<file path="src/jbt_pkg.sv">
// ----------------------------------------------------------------------------
// jbt_pkg
// Shared types and constants for the JSON byte tokenizer: lexer modes,
// token kinds, character codes and the result record.
// ----------------------------------------------------------------------------
package jbt_pkg;

  typedef enum logic [2:0] {
    MODE_IDLE = 3'd0,
    MODE_STR  = 3'd1,
    MODE_INT  = 3'd2,
    MODE_FRAC = 3'd3,
    MODE_ERR  = 3'd4
  } mode_t;

  typedef enum logic [3:0] {
    KIND_LBRACE   = 4'd0,
    KIND_RBRACE   = 4'd1,
    KIND_LBRACKET = 4'd2,
    KIND_RBRACKET = 4'd3,
    KIND_COMMA    = 4'd4,
    KIND_COLON    = 4'd5,
    KIND_STRING   = 4'd6,
    KIND_INTEGER  = 4'd7,
    KIND_FLOAT    = 4'd8,
    KIND_ERROR    = 4'd9,
    KIND_DOCEND   = 4'd10
  } kind_t;

  localparam logic [7:0] CH_NUL      = 8'h00;
  localparam logic [7:0] CH_LF       = 8'h0A;
  localparam logic [7:0] CH_CR       = 8'h0D;
  localparam logic [7:0] CH_SPACE    = 8'h20;
  localparam logic [7:0] CH_QUOTE    = 8'h22;
  localparam logic [7:0] CH_COMMA    = 8'h2C;
  localparam logic [7:0] CH_POINT    = 8'h2E;
  localparam logic [7:0] CH_ZERO     = 8'h30;
  localparam logic [7:0] CH_NINE     = 8'h39;
  localparam logic [7:0] CH_COLON    = 8'h3A;
  localparam logic [7:0] CH_LBRACKET = 8'h5B;
  localparam logic [7:0] CH_RBRACKET = 8'h5D;
  localparam logic [7:0] CH_LBRACE   = 8'h7B;
  localparam logic [7:0] CH_RBRACE   = 8'h7D;

  // result queue depth; one byte may add two results
  localparam int unsigned QUEUE_DEPTH = 3;

  typedef struct packed {
    kind_t      kind;
    logic [7:0] content_byte;
    logic       has_content;
    logic       token_end;
    logic       run_last;
  } result_t;

  typedef struct packed {
    result_t     res0;
    result_t     res1;
    logic [1:0]  count;
    mode_t       mode_next;
  } decode_t;

endpackage

</file>
<file path="src/jbt_decode.sv">
// ----------------------------------------------------------------------------
// jbt_decode
// Combinational lexer step: from the current mode and one document byte,
// forms up to two results and the next mode.
// ----------------------------------------------------------------------------
module jbt_decode (
  input  jbt_pkg::mode_t   mode,
  input  logic [7:0]       byte_in,
  output jbt_pkg::decode_t dec
);
  import jbt_pkg::*;

  typedef struct packed {
    logic    valid;
    result_t res;
    mode_t   mode;
  } idle_t;

  function automatic result_t make_res(kind_t k, logic [7:0] b, logic has, logic fin);
    result_t r;
    r.kind         = k;
    r.content_byte = has ? b : 8'h00;
    r.has_content  = has;
    r.token_end    = fin;
    r.run_last     = 1'b0;
    return r;
  endfunction

  function automatic idle_t idle_byte(logic [7:0] b);
    idle_t o;
    o.valid = 1'b1;
    o.mode  = MODE_IDLE;
    o.res   = make_res(KIND_DOCEND, 8'h00, 1'b0, 1'b1);
    case (b)
      CH_LBRACE:   o.res = make_res(KIND_LBRACE, b, 1'b1, 1'b1);
      CH_RBRACE:   o.res = make_res(KIND_RBRACE, b, 1'b1, 1'b1);
      CH_LBRACKET: o.res = make_res(KIND_LBRACKET, b, 1'b1, 1'b1);
      CH_RBRACKET: o.res = make_res(KIND_RBRACKET, b, 1'b1, 1'b1);
      CH_COMMA:    o.res = make_res(KIND_COMMA, b, 1'b1, 1'b1);
      CH_COLON:    o.res = make_res(KIND_COLON, b, 1'b1, 1'b1);
      CH_SPACE, CH_LF, CH_CR: o.valid = 1'b0;
      CH_QUOTE: begin
        o.valid = 1'b0;
        o.mode  = MODE_STR;
      end
      CH_NUL:      o.res = make_res(KIND_DOCEND, 8'h00, 1'b0, 1'b1);
      default: begin
        if (b inside {[CH_ZERO:CH_NINE]}) begin
          o.res  = make_res(KIND_INTEGER, b, 1'b1, 1'b0);
          o.mode = MODE_INT;
        end else begin
          o.res  = make_res(KIND_ERROR, b, 1'b1, 1'b1);
          o.mode = MODE_ERR;
        end
      end
    endcase
    return o;
  endfunction

  idle_t   idle;
  logic    is_digit;
  result_t r0;
  result_t r1;
  logic [1:0] n;
  mode_t   mnext;

  assign idle     = idle_byte(byte_in);
  assign is_digit = byte_in inside {[CH_ZERO:CH_NINE]};

  always_comb begin
    r0    = idle.res;
    r1    = idle.res;
    n     = 2'd0;
    mnext = mode;
    case (mode)
      MODE_IDLE: begin
        n     = {1'b0, idle.valid};
        mnext = idle.mode;
      end
      MODE_STR: begin
        n = 2'd1;
        if (byte_in == CH_QUOTE) begin
          r0    = make_res(KIND_STRING, 8'h00, 1'b0, 1'b1);
          mnext = MODE_IDLE;
        end else if (byte_in == CH_NUL) begin
          r0    = make_res(KIND_ERROR, 8'h00, 1'b1, 1'b1);
          mnext = MODE_ERR;
        end else begin
          r0 = make_res(KIND_STRING, byte_in, 1'b1, 1'b0);
        end
      end
      MODE_INT: begin
        if (is_digit) begin
          n  = 2'd1;
          r0 = make_res(KIND_INTEGER, byte_in, 1'b1, 1'b0);
        end else if (byte_in == CH_POINT) begin
          n     = 2'd1;
          r0    = make_res(KIND_FLOAT, byte_in, 1'b1, 1'b0);
          mnext = MODE_FRAC;
        end else begin
          r0    = make_res(KIND_INTEGER, 8'h00, 1'b0, 1'b1);
          n     = idle.valid ? 2'd2 : 2'd1;
          mnext = idle.mode;
        end
      end
      MODE_FRAC: begin
        if (is_digit) begin
          n  = 2'd1;
          r0 = make_res(KIND_FLOAT, byte_in, 1'b1, 1'b0);
        end else begin
          r0    = make_res(KIND_FLOAT, 8'h00, 1'b0, 1'b1);
          n     = idle.valid ? 2'd2 : 2'd1;
          mnext = idle.mode;
        end
      end
      default: begin
        n     = 2'd0;
        mnext = MODE_ERR;
      end
    endcase
    r0.run_last = (n == 2'd1);
    r1.run_last = 1'b1;
  end

  assign dec.res0      = r0;
  assign dec.res1      = r1;
  assign dec.count     = n;
  assign dec.mode_next = mnext;

endmodule

</file>
<file path="src/jbt_out_queue.sv">
// ----------------------------------------------------------------------------
// jbt_out_queue
// Shifting result queue: takes zero, one or two results a cycle, presents
// the oldest on the output stream and reports its free room.
// ----------------------------------------------------------------------------
module jbt_out_queue (
  input  logic              clk,
  input  logic              rst,
  input  logic [1:0]        push_n,
  input  jbt_pkg::result_t  push0,
  input  jbt_pkg::result_t  push1,
  output logic [1:0]        free,
  output jbt_pkg::result_t  head,
  output logic              head_valid,
  input  logic              pop_ready
);
  import jbt_pkg::*;

  result_t    q      [QUEUE_DEPTH];
  result_t    q_next [QUEUE_DEPTH];
  logic [1:0] count;
  logic [1:0] count_next;
  logic [1:0] base;
  logic       pop;

  assign head_valid = (count != 2'd0);
  assign head       = q[0];
  assign pop        = head_valid && pop_ready;
  assign base       = count - {1'b0, pop};
  assign free       = 2'(QUEUE_DEPTH) - count;
  assign count_next = base + push_n;

  always_comb begin
    for (int i = 0; i < QUEUE_DEPTH; i++) begin
      if (pop && (i < QUEUE_DEPTH - 1)) begin
        q_next[i] = q[(i < QUEUE_DEPTH - 1) ? i + 1 : i];
      end else begin
        q_next[i] = q[i];
      end
      if ((3'(i) == {1'b0, base}) && (push_n != 2'd0)) begin
        q_next[i] = push0;
      end else if ((3'(i) == ({1'b0, base} + 3'd1)) && (push_n == 2'd2)) begin
        q_next[i] = push1;
      end
    end
  end

  always_ff @(posedge clk) begin
    if (rst) begin
      count <= 2'd0;
    end else begin
      count <= count_next;
    end
  end

  always_ff @(posedge clk) begin
    for (int i = 0; i < QUEUE_DEPTH; i++) begin
      q[i] <= q_next[i];
    end
  end

endmodule

</file>
<file path="src/json_byte_tokenizer_core.sv">
// ----------------------------------------------------------------------------
// json_byte_tokenizer_core
// Streaming tokenizer for a small JSON subset, one document byte a request.
// ----------------------------------------------------------------------------
// Slave stream s_*: one document byte per request in s_tdata; byte 0 ends
// the document. Master stream m_*: one token result per request; tdata is
// the content byte, tuser carries kind, has_content and token_end, and
// tlast marks the last result caused by one input byte.
// Path: a taken byte is held in the input register, decoded there and
// pushed into the result queue once it has room; the queue head drives m_*.
// Throughput: one byte per cycle while each byte gives at most one result
// and m_tready stays high; a byte that closes a number and opens a token
// gives two results, pushed together and sent one after the other. The
// lexer mode register and a three-entry result queue set this rate.
// Reset: mode returns to idle, input and result queues are emptied.
// Stall: while m_tready is low results wait in the queue; once it cannot
// hold the next byte's results, s_tready drops. s_tready never depends
// combinationally on m_tready.
// ----------------------------------------------------------------------------
module json_byte_tokenizer_core (
  input  logic       clk,
  input  logic       rst,
  input  logic       s_tvalid,
  output logic       s_tready,
  input  logic [7:0] s_tdata,   // [7:0] byte_in
  output logic       m_tvalid,
  input  logic       m_tready,
  output logic [7:0] m_tdata,   // [7:0] content_byte
  output logic [5:0] m_tuser,   // [3:0] kind, [4] has_content, [5] token_end
  output logic       m_tlast    // run_last
);
  import jbt_pkg::*;

  logic       in_valid;
  logic       in_valid_next;
  logic [7:0] in_byte;
  mode_t      mode;
  decode_t    dec;
  logic [1:0] free;
  logic       fire;
  logic       s_accept;
  result_t    head;

  jbt_decode u_decode (
    .mode    (mode),
    .byte_in (in_byte),
    .dec     (dec)
  );

  assign fire          = in_valid && (dec.count <= free);
  assign s_tready      = !in_valid || fire;
  assign s_accept      = s_tvalid && s_tready;
  assign in_valid_next = s_accept ? 1'b1 : (fire ? 1'b0 : in_valid);

  always_ff @(posedge clk) begin
    if (rst) begin
      in_valid <= 1'b0;
      mode     <= MODE_IDLE;
    end else begin
      in_valid <= in_valid_next;
      if (fire) begin
        mode <= dec.mode_next;
      end
    end
  end

  always_ff @(posedge clk) begin
    if (s_accept) begin
      in_byte <= s_tdata;
    end
  end

  jbt_out_queue u_queue (
    .clk        (clk),
    .rst        (rst),
    .push_n     (fire ? dec.count : 2'd0),
    .push0      (dec.res0),
    .push1      (dec.res1),
    .free       (free),
    .head       (head),
    .head_valid (m_tvalid),
    .pop_ready  (m_tready)
  );

  assign m_tdata = head.content_byte;
  assign m_tuser = {head.token_end, head.has_content, head.kind};
  assign m_tlast = head.run_last;

endmodule

</file>
<file path="config.mk">
export PLATFORM = sky130hd
export DESIGN_NAME = json_byte_tokenizer_core
export DESIGN_NICKNAME = d
export VERILOG_FILES = /design/src/jbt_pkg.sv /design/src/jbt_decode.sv /design/src/jbt_out_queue.sv /design/src/json_byte_tokenizer_core.sv
export SDC_FILE = /design/constraint.sdc
export NUM_CORES = 1
export LEC_CHECK = 0
export ABC_CLOCK_PERIOD_IN_PS = 4900
export BUFFER_PORTS_ARGS = -buffer_cell sky130_fd_sc_hd__buf_2
export CORE_MARGIN = 2
export CORE_UTILIZATION = 33
export CTS_CLUSTER_DIAMETER = 50
export DETAILED_ROUTE_END_ITERATION = 16
export PLACE_DENSITY = 0.49
export SLEW_MARGIN = 30
export SYNTH_ARGS = -nofsm -noshare
export SYNTH_HDL_FRONTEND = slang
export SYNTH_SLANG_ARGS = --single-unit
</file>
<file path="constraint.sdc">
create_clock -name clk -period 4.9 [get_ports clk]
set_input_delay 0.245 -clock clk [delete_from_list [all_inputs] [get_ports clk]]
set_output_delay 0.245 -clock clk [all_outputs]
set_load 0.05 [all_outputs]
</file>
Word-level counts from Yosys, hierarchy flattened
Memory sizes are Yosys's and may differ from the RTL's.
Index checks and enable logic that the tools add are counted.
- register bits: 14
- memory bits (writable): 45
- output and inout port bits: 17
- logic and storage cells: 90
- memories kept: 1
- add/sub/neg operators: 4
- magnitude comparators: 3
- equal/unequal tests: 23
- multiplexer cells: 32
- reductions and logical operators: 23
- memory list (name ; depth ; bits a word ; rd ports ; clocked after memory_dff ; wr ports ; line ; RTL):
    u_queue.q ; 3 ; 15 ; 3 ; 0 ; 3 ; jbt_out_queue.sv:19 ; result_t q [QUEUE_DEPTH];
- operators with widths (kind ; number):
    15-bit 2-to-1 mux ; 12
    15-bit one-hot mux with 7 select lines ; 1
    15-bit one-hot mux with 3 select lines ; 1
    8-bit by 6-bit equality test with 1-bit output (second input constant) ; 5
    8-bit by 7-bit equality test with 1-bit output (second input constant) ; 4
    18-bit 2-to-1 mux ; 1
    8-bit by 4-bit equality test with 1-bit output (second input constant) ; 2
    3-bit 2-to-1 mux ; 5
    3-bit one-hot mux with 4 select lines ; 1
    11-bit 2-to-1 mux ; 1
    1-bit logical AND ; 10
    2-bit 2-to-1 mux ; 5
    10-bit OR reduction ; 1
    8-bit by 6-bit greater-or-equal comparator with 1-bit output (second input constant) ; 1
    8-bit by 6-bit <= comparator with 1-bit output (second input constant) ; 1
    8-bit logical NOT ; 1
    2-bit one-hot mux with 4 select lines ; 1
    3-bit by 2-bit equality test with 1-bit output (second input constant) ; 2
    3-bit logical NOT ; 2
    3-bit one-hot mux with 2 select lines ; 1
    2-bit nonzero test ; 3
    5-bit OR reduction ; 1
    2-bit != test (second input constant) ; 2
    4-bit AND reduction ; 1
    18 further kinds ; 20

Longest topological paths before layout
Gate-level depths: netlist of run 1.
- depth in word-level cells: 13
- mapped depth: 15
- mapped depth without buffers: 12

Cells and area by module
A second synthesis of run 1 with hierarchy kept.
- cell total of the unflattened synthesis: 349
- area total of the unflattened synthesis: 3827.4 sq um
- by module, submodules not included (module ; times used ; cells each ; area each (sq um) ; sequential area each (sq um)):
    jbt_out_queue ; 1 ; 203 ; 2601.2 ; 1391.3
    jbt_decode ; 1 ; 110 ; 720.7 ; 0.0
    json_byte_tokenizer_core ; 1 ; 36 ; 505.5 ; 320.3

Worst setup path after synthesis of run 1
OpenSTA, ideal clock, no wires.
- path type: reg2reg
- from: reg in_byte[7] (netlist name)
- to: mem u_queue.q[0][30] (netlist bit) (enable)
- arrival time: 3.956 ns
- setup slack: 0.533 ns
- cell stages (with the launch flop): 9
- buffers on the path: 0
- period minus slack after synthesis: 4.367 ns
- cells stage by stage: edfxtp_1 or4b_1 nor3_1 nor3_1 or3_1 ha_1 a2bb2oi_1 or4b_4 o31ai_1
- RTL lines (element ; line):
    to (decl) ; jbt_out_queue.sv:19

==> run_results.csv, run 1 <==
group,metric,value,unit
sta,final.setup.worst_slack,0.406,ns
die,initial_utilization,33.7,%
yosys,synth.cell_area,3470,sq um
critical_path,ff2ff_path_depth,11,
grt,largest_net_degree_at_the_start_of_global_routing,24,
sta,worst_setup_skew_after_layout,0.0103,ns
clocking,cts_hold_repair.buffers,0,
run,cap_viol_max_count,0,
critical_path,critical_path_arrival,4.53,ns
detailed_routing,detail_route.iter0.violations,187,
placement,port_buffers,28,
clocking,cts_num_sinks,59,
detailed_routing,route.detailed.drc,0,
yosys,asyncSetResetFlopFracSynth,0,%
critical_path,critical_path.slowest_cell,"nor4_2",
die,core_area,10300,sq um
sta,max-slew-margin-rel,49.1,%
hold_path,hold_depth,1,
yosys,synthFlopType,"edfxtp_1",
detailed_routing,drt.antenna.violating_nets,0,
critical_path,worst-endpoint-required,4.93,ns
cells_and_area,num-nets-final,374,
placement,pre_cts_slack,0.390,ns
critical_path,startpoint_type,"flop",
grt,grt_first_pass_wirelength,13.8,mm
placement,detailedPlacementHpwl,6.05,mm
clocking,cts_max_level,3,
grt,via_count_of_the_first_global_routing_pass,2500,
yosys,synth_warnings,0,
sta,final-setup-viol-count,0,
yosys,synth_seq_area_share,49.4,%
grt,groute.usage.overall,15.7,%
detailed_routing,wirelength,8.24,mm
detailed_routing,vias_per_cell,5.26,
sta,grt_setup_unrepaired,"no",
sta,achievable-frequency,223,MHz
yosys,post-synth-top-area-fraction,45.9,%
critical_path,critical-path-top-delay-family,"simple AND/OR/NAND/NOR gates",
clocking,tritoncts,"done",
critical_path,worst-setup-path-type,"flop to flop",
sta,finalHoldViolCount,0,
detailed_routing,drt-pass1-iter-count,5,
yosys,post-synth-top-area-cell,"edfxtp_1",
yosys,post_synth.cell_area_avg,10.2,sq um
cells_and_area,layout.cells.most_common,"edfxtp_1",
hold_path,hold_path.class,"input port to flop",
critical_path,cell_chain_of_the_critical_path,"or4b_1 -> nor3_1 -> nor3_1 -> or3_1 -> ha_1 -> a2bb2oi_1 -> nand2b_1 -> nor4_2 -> a21oi_1 -> nand2_1 -> buf_4",
clocking,cts_root_buf,"clkbuf_8",
cells_and_area,multi_input_area,1510,sq um
power_and_ir_drop,static-leakage-power,1.47,nW
critical_path,critical_path_depth,11,
grt,overflow,0,
yosys,synth_edf_count,53,
die,design.die.area,11300,sq um
cells_and_area,relative_area_change_from_synthesis_to_final_layout,12.1,%
clocking,cts.clk_slew.worst_paths,0.08,ns
clocking,post_cts_buffers,0,
die,boundaryPins,29,
sta,layout_worst_path_cycle_share,91.7,%
placement,place.gp.congestion,0.865,
die,floorplan.rows,37,
clocking,worst_skew_pair.late_latency,0.34,ns
yosys,synth.lib_cells_used.distinct,61,
clocking,cts_buffer_depth,2,
cells_and_area,seq_area,1710,sq um
clocking,cts_made_buffers,9,
critical_path,cp_num_buf_inv,1,
critical_path,worst_setup_path_end_kind,"flop",
die,die_x,106,um
cells_and_area,fill_cells,1028,
critical_path,path_max_fanout,15,
detailed_routing,route.detailed.wl_per_inst,16.5,um
cells_and_area,drive_gt1_share,19.5,%
die,floorplan.die.height,106,um
yosys,synth_cells,341,
sta,timing_worst_slew_pin_value,0.761,ns
yosys,syn_nets,356,
clocking,cts.repair.resized,0,
grt,grt_antenna_before_repair,0,
critical_path,crit_top_cell,"nor3_1",
sta,drv_slew,0,
critical_path,max_stage_delay,0.69,ns
cells_and_area,layout_common_cells,"edfxtp_1 (53), nand2_1 (33), buf_2 (28), nor2_1 (22), o21ai_0 (22)",
yosys,synth.ff_latch_count,59,
run_status,outcome,"complete, no violations",
detailed_routing,vias,2628,
sta,finalCriticalPeriod,4.49,ns
cells_and_area,number_of_diodes,0,
sta,fin_setup_tns,0,ns
power_and_ir_drop,max-vdd-ir-drop,191,uV
yosys,synth.top_cells.by_area,"edfxtp_1 (46%), nand2_1 (3.6%), dfxtp_1 (3.5%)",
power_and_ir_drop,power.density,546,nW/um^2
sequential cells by signal, summed over array words and instances (netlist names):
name	cells
mode	3
in_valid	1
u_queue.count	2
u_queue.q	45
in_byte	8
final timing paths:
| kind | from | to | slack [ns] |
|---|---|---|---|
| max | in_byte[7]$_DFFE_PP_ | u_queue.q[0][18]$_DFFE_PP_ | 0.41 |
| min | s_tdata[0] | in_byte[0]$_DFFE_PP_ | 0.07 |
| max reg2reg | in_byte[7]$_DFFE_PP_ | u_queue.q[0][18]$_DFFE_PP_ | 0.41 |
| min reg2reg | u_queue.q[0][25]$_DFFE_PP_ | u_queue.q[0][10]$_DFFE_PP_ | 0.52 |
layout make-up:
class	count	share of cell area (%)
clock inverter	7	2.35
timing repair buffer	39	5.73
tap	136	4.38
inverter	14	1.35
clock buffer	9	3.19
sequential	59	44.1
multi-input combinational	236	38.9
synthesized netlist by cell type (all sizes together), types with 5 or more instances:
| cell | count |
|---|---|
| or3 | 9 |
| nor3 | 13 |
| dfxtp | 6 |
| nor2 | 22 |
| mux2i | 8 |
| nand3 | 10 |
| nor2b | 5 |
| nor4 | 6 |
| o31ai | 6 |
| edfxtp | 53 |
| inv | 14 |
| o21a | 9 |
| nand2b | 6 |
| or4 | 5 |
| clkbuf | 9 |
| o21ai | 26 |
| a21oi | 19 |
| buf | 23 |
| nand2 | 33 |
worst register-to-register path: stages (launching register included):
cell and delay [ns]:
edfxtp_1 0.54, or4b_1 0.66, nor3_1 0.37, nor3_1 0.17
or3_1 0.38, ha_1 0.28, a2bb2oi_1 0.09, nand2b_1 0.31
nor4_2 0.69, a21oi_1 0.32, nand2_1 0.15, buf_4 0.23
report_power, final:
part | internal [W] | total, W | switching (W)
clock | 0.000285 | 0.000500 | 0.000214
sequential | 0.000748 | 0.000798 | 0.0000503
combinational | 0.000233 | 0.000822 | 0.000590
metrics by stage:
stage                     util [%]  hold slack (ns)  instances  total power (W)  area, sq um
after floorplan                  -            0.314        341          0.00150         3470
final                         37.8           0.0716        500          0.00212         3880
after global placement        35.7            0.422        484          0.00163         3670
after CTS                     37.8           0.0627        500          0.00214         3880
after global routing          37.8           0.0633        500          0.00225         3880
after detailed placement      35.7            0.423        484          0.00164         3670
per-layer routing:
layer	global-route usage [%]	wire, um	vias up
li1	-	-	1310
met1	22.6	4070	1240
met2	24.0	3750	71
met3	2.39	329	7
met4	5.19	87	0
met5	0	0	-
kinds of logic after synthesis:
family          Yosys count  share of synthesized area, %
mux                      11                          3.50
compound gates           93                          17.9
fa+ha+maj                 3                          1.08
xor+xnor                  4                          1.01
flops                    59                          49.4
buf+inv                  46                          7.11
simple gates            125                          20.0
No activity file was read; power rests on OpenSTA's default activity.
==> inputs of run 2 (changes only) <==
--- a/config.mk
+++ b/config.mk
@@ -12,6 +12,7 @@
 export CTS_CLUSTER_DIAMETER = 50
 export DETAILED_ROUTE_END_ITERATION = 16
 export PLACE_DENSITY = 0.49
+export REMOVE_ABC_BUFFERS = 1
 export SLEW_MARGIN = 30
 export SYNTH_ARGS = -nofsm -noshare
 export SYNTH_HDL_FRONTEND = slang
==> run 2 against run 1 <==
Compared with the run above: total power grew 4.4%; sequential share of layout area shrank 0.94 points; combinational power grew 2%; count of clock-buffer cells in the layout is the same; critical path depth shrank 1; final area grew 2.2%; first-iteration DRC count shrank 16%; clock power grew 17%; hold slack gained 0.0032 ns; critical endpoint is now u_queue.q[0][5]$_DFFE_PP_; highest routed layer unchanged.
==> run_results.csv, run 2 (synthesis gave the netlist of run 1 again) <==
group,metric,value,unit
cells_and_area,num-nets-final,378,
clocking,cts.clk_slew.worst_paths,0.07,ns
die,design.die.area,11300,sq um
clocking,cts_root_buf,"clkbuf_8",
die,floorplan.rows,37,
critical_path,critical_path.slowest_cell,"or4_1",
sta,finalCriticalPeriod,4.39,ns
sta,worst_setup_skew_after_layout,0.0110,ns
sta,achievable-frequency,228,MHz
die,boundaryPins,29,
run,cap_viol_max_count,0,
grt,grt_first_pass_wirelength,13.5,mm
clocking,cts_hold_repair.buffers,0,
placement,port_buffers,28,
detailed_routing,route.detailed.drc,0,
detailed_routing,vias,2663,
sta,timing_worst_slew_pin_value,0.777,ns
power_and_ir_drop,power.density,557,nW/um^2
grt,via_count_of_the_first_global_routing_pass,2557,
clocking,cts_max_level,3,
sta,drv_slew,0,
cells_and_area,reg.largest.list,"u_queue.q: 45 flops, in_byte: 8 flops, mode: 3 flops",
critical_path,max_stage_delay,0.84,ns
cells_and_area,multi_input_area,1530,sq um
sta,finalHoldViolCount,0,
cells_and_area,layout.cells.most_common,"edfxtp_1",
power_and_ir_drop,power,0.00221,W
clocking,tritoncts,"done",
clocking,cts_made_buffers,9,
die,die_x,106,um
sta,final-setup-viol-count,0,
critical_path,worst_setup_path_end_kind,"flop",
detailed_routing,wirelength,8.27,mm
placement,detailedPlacementHpwl,6.06,mm
critical_path,critical_path_arrival,4.42,ns
clocking,cts_num_sinks,59,
detailed_routing,detail_route.iter0.violations,157,
placement,place.gp.congestion,0.879,
power_and_ir_drop,max-vdd-ir-drop,169,uV
hold_path,hold_path.class,"input port to flop",
die,floorplan.die.height,106,um
clocking,post_cts_buffers,0,
sta,max-slew-margin-rel,48.0,%
sta,finalHoldWorstSlack,0.0748,ns
detailed_routing,drt-pass1-iter-count,5,
clocking,worst_skew_pair.late_latency,0.34,ns
cells_and_area,seq_area,1710,sq um
detailed_routing,drt.antenna.violating_nets,0,
grt,largest_net_degree_at_the_start_of_global_routing,24,
sta,grt_setup_unrepaired,"no",
critical_path,crit_top_cell,"nor3_1",
cells_and_area,layout_common_cells,"edfxtp_1 (53), nand2_1 (33), buf_2 (28), nor2_1 (22), o21ai_0 (22)",
die,initial_utilization,33.7,%
run_status,outcome,"complete, no violations",
die,core_area,10300,sq um
cells_and_area,drive_gt1_share,20.4,%
critical_path,path_max_fanout,17,
sta,fin_setup_tns,0,ns
detailed_routing,vias_per_cell,5.29,
detailed_routing,route.detailed.wl_per_inst,16.4,um
cells_and_area,largest_register_ffs,45,
placement,pre_cts_slack,0.255,ns
power_and_ir_drop,static-leakage-power,1.51,nW
cells_and_area,layout.core_utilization,38.6,%
cells_and_area,max_flop_register,"u_queue.q",
cells_and_area,number_of_diodes,0,
critical_path,startpoint_type,"flop",
cells_and_area,fill_cells,1054,
sta,layout_worst_path_cycle_share,89.6,%
cells_and_area,relative_area_change_from_synthesis_to_final_layout,14.5,%
clocking,cts_buffer_depth,2,
critical_path,cell_chain_of_the_critical_path,"or4b_1 -> nor3_1 -> nor3_1 -> or3_1 -> ha_1 -> a2bb2oi_1 -> nand2b_1 -> or4_1 -> nand2_1 -> buf_4",
grt,groute.usage.overall,15.7,%
critical_path,worst-setup-path-type,"flop to flop",
sta,final.setup.worst_slack,0.508,ns
grt,grt_antenna_before_repair,0,
critical_path,worst-endpoint-required,4.93,ns
grt,overflow,0,
clocking,cts.repair.resized,0,
==> run 2: final timing paths <==
check	startpoint	slack, ns	depth (start not counted)	endpoint
worst max-delay path	in_byte[5]$_DFFE_PP_	0.51	10	u_queue.q[0][5]$_DFFE_PP_
worst min-delay path	s_tdata[4]	0.07	1	in_byte[4]$_DFFE_PP_
worst max register to register	in_byte[5]$_DFFE_PP_	0.51	10	u_queue.q[0][5]$_DFFE_PP_
worst min register to register	u_queue.q[0][25]$_DFFE_PP_	0.52	2	u_queue.q[0][10]$_DFFE_PP_
==> run 2: power by group <==
part / internal [W] / switching, W / total (W) / leakage (nW)
registers: 0.000748 / 0.0000457 / 0.000794 / 0.529
clock network: 0.000384 / 0.000200 / 0.000584 / 0.127
logic: 0.000236 / 0.000599 / 0.000835 / 0.854
==> run 2: final cells by class <==
type / instances / area share (%)
Sequential cell: 59 / 43.1
Multi-Input combinational cell: 236 / 38.5
Timing Repair Buffer: 43 / 6.37
Tap cell: 136 / 4.29
Clock inverter: 6 / 3.25
Clock buffer: 9 / 3.12
Inverter: 14 / 1.32
==> run 2: metrics by stage <==
| step | std cells | cell area, sq um |
|---|---|---|
| floorplan | 309 | 3270 |
| global placement | 488 | 3700 |
| detailed placement | 488 | 3700 |
| CTS | 503 | 3950 |
| global route | 503 | 3970 |
| finish | 503 | 3970 |
==> run 2: worst max-delay path: cells and delay by family (launching register included) <==
kind	cells	cell delay (ns)
AND/OR/NAND/NOR	7	2.83
flip-flops	1	0.64
adder cells (fa/ha/maj)	1	0.28
buffers and inverters	1	0.24
AO/OA/AOI/OAI	1	0.09
==> run 2: layer usage <==
| layer | up-vias | GRT usage (%) | routed length (um) |
|---|---|---|---|
| li1 | 1324 | - | - |
| met1 | 1244 | 22.4 | 4030 |
| met2 | 86 | 23.4 | 3640 |
| met3 | 9 | 2.51 | 453 |
| met4 | 0 | 6.68 | 149 |
| met5 | - | 0 | 0 |
==> inputs of run 3 (changes only) <==
--- a/config.mk
+++ b/config.mk
@@ -12,7 +12,9 @@
 export CTS_CLUSTER_DIAMETER = 50
 export DETAILED_ROUTE_END_ITERATION = 16
 export PLACE_DENSITY = 0.49
+export RECOVER_POWER = 50
 export REMOVE_ABC_BUFFERS = 1
+export SKIP_LAST_GASP = 1
 export SLEW_MARGIN = 30
 export SYNTH_ARGS = -nofsm -noshare
 export SYNTH_HDL_FRONTEND = slang
==> run 3 against run 2 <==
Compared with the run above: utilization shrank 0.62 points; combinational power is 4.0% lower; first-iteration DRC count is 2.5% lower; non-clock buffer count unchanged; critical path depth increased by 2; total power fell by 1.2%; sequential power hardly changed; hold slack hardly changed; worst setup slack got worse by 0.071 ns; register-to-register slack lost 0.07 ns; clock skew fell by 0.00053 ns; die area did not move.
==> run_results.csv, run 3 (synthesis gave the netlist of run 1 again) <==
group,metric,value,unit
sta,max-slew-margin-rel,47.9,%
hold_path,hold_path.class,"input port to flop",
die,boundaryPins,29,
grt,globalRouteMet2Util,23.4,%
sta,timing_worst_slew_pin_value,0.778,ns
sta,finalHoldViolCount,0,
clocking,cts.clk_slew.worst_paths,0.07,ns
detailed_routing,vias,2653,
grt,globalRouteMet3Util,2.51,%
cells_and_area,seq_area,1710,sq um
power_and_ir_drop,max-vdd-ir-drop,170,uV
sta,grt_setup_unrepaired,"no",
cells_and_area,drive_gt1_share,13.6,%
power_and_ir_drop,swShare,38.6,%
placement,placed_area,3700,sq um
detailed_routing,drt.antenna.violating_nets,0,
placement,detailedPlacementHpwl,6.06,mm
critical_path,path_max_fanout,14,
clocking,cts_max_level,3,
run_status,outcome,"complete, no violations",
power_and_ir_drop,intPower,0.00134,W
sta,fin_setup_tns,0,ns
die,floorplan.die.height,106,um
grt,global_route_layer_with_the_greatest_usage,"met2",
cells_and_area,fin_area,3910,sq um
clocking,cts_made_buffers,9,
cells_and_area,layout_common_cells,"edfxtp_1 (53), nand2_1 (33), nor2_1 (22), o21ai_0 (22), clkbuf_1 (19)",
power_and_ir_drop,static-leakage-power,1.44,nW
die,floorplan.rows,37,
grt,groute.usage.overall,15.7,%
grt,largest_net_degree_at_the_start_of_global_routing,24,
critical_path,critical_path.slowest_cell,"edfxtp_1",
sta,worst_setup_skew_after_layout,0.0105,ns
placement,port_buffers,28,
die,design.die.area,11300,sq um
sta,final-setup-viol-count,0,
power_and_ir_drop,net-switching-power,0.000844,W
detailed_routing,route.detailed.wl_per_inst,16.6,um
cells_and_area,fill_cells,1072,
detailed_routing,drt-pass1-iter-count,5,
grt,grt_antenna_before_repair,0,
placement,place.gp.congestion,0.879,
clocking,cts_hold_repair.buffers,0,
power_and_ir_drop,p_seq_share,36.4,%
detailed_routing,vias_per_cell,5.27,
die,core_area,10300,sq um
critical_path,cp_num_buf_inv,1,
power_and_ir_drop,p_clk_share,26.9,%
cells_and_area,num-nets-final,378,
cells_and_area,number_of_diodes,0,
die,initial_utilization,33.7,%
power_and_ir_drop,comb_power_share,36.7,%
critical_path,crit_top_cell,"nor3_1",
detailed_routing,wirelength,8.34,mm
cells_and_area,relative_area_change_from_synthesis_to_final_layout,12.7,%
grt,grt_first_pass_wirelength,13.5,mm
critical_path,critical_path_arrival,4.55,ns
sta,achievable-frequency,224,MHz
clocking,worst_skew_pair.late_latency,0.34,ns
clocking,cts_buffer_depth,2,
critical_path,startpoint_type,"flop",
critical_path,worst-setup-path-type,"flop to flop",
cells_and_area,layout.cells.most_common,"edfxtp_1",
critical_path,worst-endpoint-required,4.98,ns
sta,layout_worst_path_cycle_share,91.1,%
grt,groute.layer.met1.usage,22.4,%
grt,overflow,0,
critical_path,cell_chain_of_the_critical_path,"or4b_1 -> nor3_1 -> nor3_1 -> or3_1 -> ha_1 -> nor2b_1 -> a2bb2oi_1 -> nand2b_1 -> nor4_1 -> a21oi_1 -> nand2_1 -> buf_4",
clocking,tritoncts,"done",
sta,finalCriticalPeriod,4.46,ns
sta,drv_slew,0,
detailed_routing,detail_route.iter0.violations,153,
cells_and_area,largest_register_ffs,45,
power_and_ir_drop,power,0.00219,W
cells_and_area,multi_input_area,1500,sq um
die,die_x,106,um
run,cap_viol_max_count,0,
critical_path,worst_setup_path_end_kind,"flop",
cells_and_area,reg.largest.list,"u_queue.q: 45 flops, in_byte: 8 flops, mode: 3 flops",
detailed_routing,route.detailed.drc,0,
clocking,cts_num_sinks,59,
grt,via_count_of_the_first_global_routing_pass,2557,
cells_and_area,max_flop_register,"u_queue.q",
power_and_ir_drop,power.density,560,nW/um^2
clocking,cts_root_buf,"clkbuf_8",
critical_path,max_stage_delay,0.63,ns
critical_path,critical-path-top-delay-family,"simple AND/OR/NAND/NOR gates",
==> run 3: cell types whose count changed in the layout (fill, tap and decap cells not counted), moves of 2 or more <==
cell | before | now
clkbuf_1 | 0 | 19
mux2_1 | 0 | 2
mux2_4 | 2 | 0
buf_2 | 28 | 11
buf_4 | 15 | 13
==> run 3: worst paths after layout <==
path	start	slack, ns	depth (start not counted)	to
worst max-delay path	in_byte[5]$_DFFE_PP_	0.44	12	u_queue.q[0][19]$_DFFE_PP_
worst min-delay path	s_tdata[4]	0.08	1	in_byte[4]$_DFFE_PP_
worst max register to register	in_byte[5]$_DFFE_PP_	0.44	12	u_queue.q[0][19]$_DFFE_PP_
worst min register to register	u_queue.q[0][25]$_DFFE_PP_	0.51	2	u_queue.q[0][10]$_DFFE_PP_
==> run 3: metal layers <==
metal,vias to the layer above,part of all wire [%]
met2,91,44
li1,1312,-
met1,1240,49
met4,0,1.7
met5,-,0
met3,10,5.0
==> run 3: cell type report <==
type / count / area share, %
sequential: 59 / 43.8
multi-input combinational: 236 / 38.3
clock buffer: 9 / 3.17
clock inverter: 6 / 3.30
tap: 136 / 4.36
timing repair buffer: 43 / 5.73
inverter: 14 / 1.35
==> run 3: repair_timing <==
item	4_1_cts	5_1_grt
resized for setup	0	3
buffers inserted	0	0
setup endpoints to repair	0	19
==> run 3: power by group through the flow <==
stage / registers (W) / logic [W] / clock network, W
6_report: 0.000796 / 0.000802 / 0.000588
3_3_place_gp: 0.000805 / 0.000829 / 0
2_1_floorplan: 0.00102 / 0.000399 / 0
5_1_grt: 0.000813 / 0.000884 / 0.000618
3_5_place_dp: 0.000806 / 0.000834 / 0
4_1_cts: 0.000795 / 0.000836 / 0.000596
==> run 3: stage by stage <==
step	std cells	setup slack (ns)	utilization [%]	hold WS [ns]
3_5_place_dp	488	0.255	36.0	0.423
4_1_cts	503	0.253	38.5	0.0629
6_report	503	0.437	38.0	0.0750
5_1_grt	503	0.0819	38.0	0.0616
2_1_floorplan	309	0.444	-	0.314
3_3_place_gp	488	0.399	36.0	0.422
